===== src/hw/rtl/sle_pkg.sv =====
`timescale 1ns / 1ps
package sle_pkg;

   localparam logic [1:0] CMD_LOCATE = 2'd0;
   localparam logic [1:0] CMD_INSERT = 2'd1;
   localparam logic [1:0] CMD_DELETE = 2'd2;

   localparam logic [1:0] STS_OK       = 2'd0;
   localparam logic [1:0] STS_BADPOS   = 2'd1;
   localparam logic [1:0] STS_FULL     = 2'd2;
   localparam logic [1:0] STS_NOTFOUND = 2'd3;

   typedef struct packed {
      logic [1:0]  command;
      logic [7:0]  position;
      logic [15:0] value;
   } req_type;

   typedef struct packed {
      logic [1:0]  status;
      logic [7:0]  found_position;
      logic [15:0] removed_value;
      logic [7:0]  list_length;
   } rsp_type;

endpackage


===== src/hw/rtl/sequential_list_engine_core.sv =====
`timescale 1ns / 1ps
// channel  direction  handshake            beat payload
// req_     in         req_valid/req_stall  sle_pkg::req_type (command, position, value)
// rsp_     out        rsp_valid/rsp_stall  sle_pkg::rsp_type (status, found, removed, length)
//
// One command at a time; the entry memory has one read and one write port and moves one
// entry per cycle. Locate reads from the head and stops at the first match or at the end of
// the list; insert moves entries up from the tail, or writes the value directly when none
// move; delete moves the entries after the removed one down; rejected or unused commands go straight to the result.
// The next command can be taken in the same cycle as the result appears.
// Synchronous reset empties the list; memory contents are left as they are.
// A stalled result is held in the output register; the next command may start meanwhile.
module sequential_list_engine_core #(
   parameter int CAPACITY   = 128,
   parameter int ELEM_WIDTH = 16
) (
   input  logic             clock,
   input  logic             reset,
   input  logic             req_valid,
   output logic             req_stall,
   input  sle_pkg::req_type req_data,
   output logic             rsp_valid,
   input  logic             rsp_stall,
   output sle_pkg::rsp_type rsp_data
);

   localparam int AW = (CAPACITY > 1) ? $clog2(CAPACITY) : 1;
   localparam int CW = $clog2(CAPACITY + 1);
   localparam int XW = ((CW > 8) ? CW : 8) + 1;
   localparam int EW = ELEM_WIDTH;
   localparam logic [XW-1:0] CAP_X = XW'(CAPACITY);

   typedef enum logic [4:0] {
      S_IDLE   = 5'b00001,
      S_LOCATE = 5'b00010,
      S_INSERT = 5'b00100,
      S_DELETE = 5'b01000,
      S_DONE   = 5'b10000
   } state_type;

   state_type        state_ff, state_in;
   logic [CW-1:0]    count_ff, count_in;
   logic [CW-1:0]    idx_ff, idx_in;
   logic [CW-1:0]    cmp_idx_ff, cmp_idx_in;
   logic             rd_vld_ff, rd_vld_in;
   logic [XW-1:0]    pos_ff, pos_in;
   logic [EW-1:0]    val_ff, val_in;
   sle_pkg::rsp_type res_ff, res_in;
   logic             rsp_valid_ff, rsp_valid_in;
   sle_pkg::rsp_type rsp_ff, rsp_in;

   logic [EW-1:0]    mem [CAPACITY];
   logic [EW-1:0]    rd_data_ff;

   logic             mem_we;
   logic [AW-1:0]    mem_waddr;
   logic [EW-1:0]    mem_wdata;
   logic [AW-1:0]    mem_raddr;
   logic             rd_issue;
   logic [CW-1:0]    idx_m1;
   logic [XW-1:0]    idx_x, cmp_x, cnt_x, pos_m1, cmp_m1;

   always_comb begin
      state_in     = state_ff;
      count_in     = count_ff;
      idx_in       = idx_ff;
      cmp_idx_in   = idx_ff;
      rd_vld_in    = 1'b0;
      pos_in       = pos_ff;
      val_in       = val_ff;
      res_in       = res_ff;
      rsp_valid_in = rsp_valid_ff && rsp_stall;
      rsp_in       = rsp_ff;
      idx_m1       = idx_ff - CW'(1);
      idx_x        = XW'(idx_ff);
      cmp_x        = XW'(cmp_idx_ff);
      cnt_x        = XW'(count_ff);
      pos_m1       = pos_ff - XW'(1);
      cmp_m1       = cmp_x - XW'(1);
      mem_we       = 1'b0;
      mem_waddr    = cmp_idx_ff[AW-1:0];
      mem_wdata    = rd_data_ff;
      mem_raddr    = idx_ff[AW-1:0];
      rd_issue     = 1'b0;
      case (state_ff)
         S_IDLE: begin
            if (req_valid) begin
               pos_in = XW'(req_data.position);
               val_in = EW'(req_data.value);
               res_in = '0;
               res_in.status = sle_pkg::STS_OK;
               case (req_data.command)
                  sle_pkg::CMD_LOCATE: begin
                     idx_in   = '0;
                     state_in = S_LOCATE;
                  end
                  sle_pkg::CMD_INSERT: begin
                     if (req_data.position == 8'd0 ||
                         XW'(req_data.position) > cnt_x + XW'(1)) begin
                        res_in.status = sle_pkg::STS_BADPOS;
                        state_in      = S_DONE;
                     end else if (cnt_x == CAP_X) begin
                        res_in.status = sle_pkg::STS_FULL;
                        state_in      = S_DONE;
                     end else begin
                        idx_in   = count_ff;
                        state_in = S_INSERT;
                     end
                  end
                  sle_pkg::CMD_DELETE: begin
                     if (req_data.position == 8'd0 || XW'(req_data.position) > cnt_x) begin
                        res_in.status = sle_pkg::STS_BADPOS;
                        state_in      = S_DONE;
                     end else begin
                        idx_in   = CW'(XW'(req_data.position) - XW'(1));
                        state_in = S_DELETE;
                     end
                  end
                  default: begin
                     state_in = S_DONE;
                  end
               endcase
            end
         end
         S_LOCATE: begin
            rd_issue = (idx_ff < count_ff);
            if (rd_vld_ff && rd_data_ff == val_ff) begin
               rd_issue              = 1'b0;
               res_in.found_position = 8'(cmp_x + XW'(1));
               state_in              = S_DONE;
            end else if (!rd_issue && !rd_vld_ff) begin
               res_in.status = sle_pkg::STS_NOTFOUND;
               state_in      = S_DONE;
            end
            if (rd_issue) begin
               idx_in    = idx_ff + CW'(1);
               rd_vld_in = 1'b1;
            end
         end
         S_INSERT: begin
            // walk from the tail down, each entry moves up by one
            mem_raddr = idx_m1[AW-1:0];
            rd_issue  = (idx_x >= pos_ff) && (idx_ff != '0);
            if (rd_vld_ff) begin
               mem_we    = 1'b1;
               mem_waddr = cmp_idx_ff[AW-1:0];
               mem_wdata = rd_data_ff;
            end
            if (rd_issue) begin
               idx_in     = idx_m1;
               cmp_idx_in = idx_ff;
               rd_vld_in  = 1'b1;
            end else if (!rd_vld_ff) begin
               mem_we    = 1'b1;
               mem_waddr = pos_m1[AW-1:0];
               mem_wdata = val_ff;
               count_in  = count_ff + CW'(1);
               state_in  = S_DONE;
            end
         end
         S_DELETE: begin
            // first read is the removed entry, the rest move down by one
            rd_issue = (idx_ff < count_ff);
            if (rd_vld_ff) begin
               if (cmp_x == pos_m1) begin
                  res_in.removed_value = 16'(rd_data_ff);
               end else begin
                  mem_we    = 1'b1;
                  mem_waddr = cmp_m1[AW-1:0];
                  mem_wdata = rd_data_ff;
               end
            end
            if (rd_issue) begin
               idx_in    = idx_ff + CW'(1);
               rd_vld_in = 1'b1;
            end else if (!rd_vld_ff) begin
               count_in = count_ff - CW'(1);
               state_in = S_DONE;
            end
         end
         S_DONE: begin
            if (!rsp_valid_ff || !rsp_stall) begin
               rsp_valid_in       = 1'b1;
               rsp_in             = res_ff;
               rsp_in.list_length = cnt_x[7:0];
               state_in           = S_IDLE;
            end
         end
         default: begin
            state_in = S_IDLE;
         end
      endcase
   end

   always_ff @(posedge clock) begin
      if (mem_we) begin
         mem[mem_waddr] <= mem_wdata;
      end
      rd_data_ff <= mem[mem_raddr];
   end

   always_ff @(posedge clock) begin
      if (reset) begin
         state_ff     <= S_IDLE;
         count_ff     <= '0;
         rd_vld_ff    <= 1'b0;
         rsp_valid_ff <= 1'b0;
      end else begin
         state_ff     <= state_in;
         count_ff     <= count_in;
         rd_vld_ff    <= rd_vld_in;
         rsp_valid_ff <= rsp_valid_in;
      end
   end

   always_ff @(posedge clock) begin
      idx_ff     <= idx_in;
      cmp_idx_ff <= cmp_idx_in;
      pos_ff     <= pos_in;
      val_ff     <= val_in;
      res_ff     <= res_in;
      rsp_ff     <= rsp_in;
   end

   assign req_stall = (state_ff != S_IDLE);
   assign rsp_valid = rsp_valid_ff;
   assign rsp_data  = rsp_ff;

   a_count_bound: assert property (@(posedge clock) disable iff (reset)
      count_ff <= CW'(CAPACITY))
      else $error("entry count above capacity");

   a_no_rw_clash: assert property (@(posedge clock) disable iff (reset)
      (mem_we && rd_vld_in) |-> (mem_waddr != mem_raddr))
      else $error("shift writes the entry being read");

   a_full_length: assert property (@(posedge clock) disable iff (reset)
      (rsp_valid && rsp_data.status == sle_pkg::STS_FULL) |->
         (rsp_data.list_length == CAP_X[7:0]))
      else $error("full status with list not full");

endmodule

===== config.mk =====
export PLATFORM = sky130hd
export DESIGN_NAME = sequential_list_engine_core
export DESIGN_NICKNAME = d
export VERILOG_FILES = /design/src/hw/rtl/sle_pkg.sv /design/src/hw/rtl/sequential_list_engine_core.sv
export SDC_FILE = /design/constraint.sdc
export NUM_CORES = 2
export LEC_CHECK = 0
export BUFFER_PORTS_ARGS = -buffer_cell sky130_fd_sc_hd__buf_2
export CORE_AREA = 5 5 393 395
export DETAILED_ROUTE_END_ITERATION = 10
export DIE_AREA = 0 0 398 400
export PLACE_DENSITY = 0.75
export REMOVE_ABC_BUFFERS = 1
export SETUP_SLACK_MARGIN = 0.2
export SLEW_MARGIN = 10
export SYNTH_ARGS = -nofsm -noshare
export SYNTH_HDL_FRONTEND = slang
export SYNTH_SLANG_ARGS = --single-unit
export TNS_END_PERCENT = 10

===== constraint.sdc =====
create_clock -name clock -period 4.2 [get_ports clock]
set_clock_uncertainty 0.2 [all_clocks]
set_input_delay 0.42 -clock clock [delete_from_list [all_inputs] [get_ports clock]]
set_output_delay 0.42 -clock clock [all_outputs]
set_load 0.02 [all_outputs]

==> flow_summary.yaml <==
synth:
  avgSynthCellArea_sq_um: 19.4
  synth-simple-area-share_pct: 4.12
  yosysWarnings: 0
  synthFlopType: "edfxtp_1"
  synthAdderAreaFrac_pct: 0.758
  synth_compound_area_share_pct: 4.46
  synth_top_family_by_area: "multiplexers"
  muxShareOfSynthArea_pct: 12.4
  ys_seq_elements: 2179
  synth_xor_area_share_pct: 0.552
  synth_edf_count: 2140
  synthArstFlopShare_pct: 0
  synth_cell_types: 91
  syn-cell-area_sq_um: 85200
  ys_seq_area_share_pct: 76.4
  netlist_instances: 4385
route:
  routed_wl_um: 230000
  antenna_left: 0
  wl_per_cell_um: 32.2
  initialDrtViolationCount: 7374
  dr.pass1.iters: 5
  drc: 0
  via_per_inst: 6.61
  via_count: 47000
timing:
  rsz0062_at_grt: "yes"
  worstMarginPinSlew_ps: 1060
  report.final.slew_viol_count: 0
  setup_viol: 0
  hold_violations: 0
  period_share_pct: 98.3
  fin_crit_ps: 4130
  fin_setup_tns_ps: 0
  fmax_mhz: 242
  relSlewSlack_pct: 28.9
  worst_hold_slack_ps: 97.7
  fin_ws_ps: 71.4
worst_hold_path:
  min_path_type: "in -> reg"
  hp-start: "req_data[6]"
  worstHoldPathCells: 2
layout:
  final_common_cell: "edfxtp_1"
  fin_util_pct: 66.6
  area_growth_pct: 18.0
  drive_above_1_share_pct: 28.6
  layout_common_cells: "edfxtp_1, mux4_2, nand2_1"
  layout.nets: 5002
global_routing:
  grt_max_degree: 91
  grt_pass1_vias: 46200
  grt_pass1_wl_um: 326000
  overflow: 0
  antenna_found_initial: 5
  grtUsageTotal_pct: 28.7
die:
  row_count: 143
  die_y_um: 400
  io_pins: 66
  core_area_sq_um: 151000
  initial_utilization_pct: 56.5
  die_w_um: 398
  die_area_sq_um: 159000
place:
  gp_congestion: 0.953
  preCtsSetupSlack_ps: -160
  hpwl_um: 142000
  port_buffers: 65
clocking:
  clk_pin_slew_ps: 70
  cts_buffers: 204
  cts_buffer_depth: 3
  cts_root_buffer: "clkbuf_16"
  cts.sinks: 2179
  h-tree-depth: 4
  clock_latency_ps: 850
  cts_tree: "done"
critical_path:
  cp_top_family: "simple AND/OR/NAND/NOR gates"
  path_buf_inv: 2
  worstSetupStartpointType: "flip-flop"
  path_depth: 12
  critical_path.slowest_cell: "or4b_4"
  crit_required_ps: 4530
  worstSetupStartpoint: "pos_ff[0]"
  path_class: "reg -> reg"
  arrival_ps: 4460
  path_cells: "inv_1, ha_1, or4b_4, or3_4, a31oi_4, a21oi_2, and2b_4, a311o_1, and2_2, nand2_2, nor2_1, buf_12"
  path_max_fanout: 16
  end_kind: "flip-flop"
  r2r_cells: 12
  slowest_delay_ps: 500
  r2r-start: "pos_ff[0]"
pwr:
  vdd_drop_max_mv: 0.623
  finalPower_mw: 64.9
  p_leak_nw: 32.3
  powerDensity_nw_per_um2: 646
status:
  status: "completed"
flow_run:
  max_cap_violations: 0
-- cell families (layout without fill, tap and decap cells) --
| logic type | Yosys count | in the layout |
|---|---|---|
| flip-flops | 2179 | 2179 |
| AND/OR/NAND/NOR | 779 | 779 |
| AO/OA/AOI/OAI | 564 | 565 |
| multiplexers | 498 | 498 |
| buffers and inverters | 262 | 963 |
| XOR/XNOR | 52 | 52 |
| adder cells (fa/ha/maj) | 51 | 51 |
| other | 0 | 3 |
-- worst register-to-register path: stages, from the launching register on --
cell	delay [ps]
edfxtp_1	410
inv_1	80
ha_1	170
or4b_4	500
or3_4	360
a31oi_4	240
a21oi_2	100
and2b_4	320
a311o_1	320
and2_2	310
nand2_2	290
nor2_1	300
buf_12	200
-- sequential cells by signal (all words and copies together) (netlist names) --
| name | count |
|---|---|
| cmp_idx_ff | 8 |
| rsp_valid | 1 |
| count_ff | 8 |
| res_ff | 26 |
| idx_ff | 8 |
| rd_vld_ff | 1 |
| pos_ff | 8 |
| rd_data_ff | 16 |
| state_ff | 5 |
| rsp_data | 34 |
| mem | 2048 |
| val_ff | 16 |
-- cell usage after synthesis, types with 8 or more instances --
cell type	count	area share (%)
ha_1	50	0.73
mux2i_1	48	0.56
dfxtp_1	39	0.92
a21oi_1	152	0.89
inv_1	37	0.16
buf_1	8	0.035
a22o_1	17	0.17
a211oi_1	38	0.33
nor2_1	177	0.78
mux4_2	448	12
nor4_1	10	0.073
nand2b_1	19	0.14
o21ai_0	77	0.45
buf_2	34	0.20
xnor2_1	39	0.40
clkbuf_1	172	0.76
nor3_1	50	0.29
and3_1	9	0.066
o221ai_1	22	0.23
nand4_1	36	0.26
nand2_1	339	1.5
nor2b_1	10	0.073
or3_1	8	0.059
o21a_1	8	0.071
xor2_1	12	0.12
edfxtp_1	2140	75
nand3_1	70	0.41
a22oi_1	164	1.4
o31ai_1	21	0.19
and2_1	19	0.14
-- area by class of cell --
cell class,instances,area (sq um)
Fill cell,9234,50300
Inverter,37,143
Antenna cell,3,7.51
Tap cell,2030,2540
Sequential cell,2179,65000
Timing Repair Buffer,554,6320
Clock inverter,113,981
Clock buffer,259,5450
Multi-Input combinational cell,1945,20000
-- metrics by stage --
stage | area [sq um] | cells
after floorplan | 84200 | 4160
after global placement | 92500 | 6678
after detailed placement | 92500 | 6678
after CTS | 99400 | 7086
after global routing | 100000 | 7117
final | 100000 | 7120
-- where the power goes --
| group | switching (mW) | total, mW | internal (mW) | leakage [nW] |
|---|---|---|---|---|
| clock | 7.89 | 17.9 | 10.0 | 3.11 |
| sequential | 0.366 | 27.6 | 27.3 | 19.7 |
| combinational | 12.8 | 19.4 | 6.57 | 9.54 |
| total | 21.1 | 64.9 | 43.9 | 32.3 |
-- repair_timing --
item | CTS | global route
hold buffers | 31 | 0
endpoints found under the setup margin | 2056 | 2064
resized for setup | 41 | 223
setup buffers | 5 | 16
gates cloned | 0 | 15
hold endpoints to repair | 64 | 0
pin swaps | 5 | 21
-- layer usage --
layer / part of all wire [%] / vias to the layer above / wire (um) / global-route usage (%)
li1: - / 19100 / - / -
met1: 36 / 24000 / 83500 / 41.4
met2: 46 / 3460 / 106000 / 42.4
met3: 13 / 478 / 30200 / 7.48
met4: 4.4 / 0 / 10200 / 11.8
met5: 0 / - / 0 / 0
-- worst paths after layout --
check,endpoint,slack [ps]
worst max-delay path,mem[39][2],70
worst min-delay path,val_ff[6],100
worst max register to register,mem[39][2],70
worst min register to register,rsp_data[33],220
Note: power is estimated with default switching activity, not from simulation.
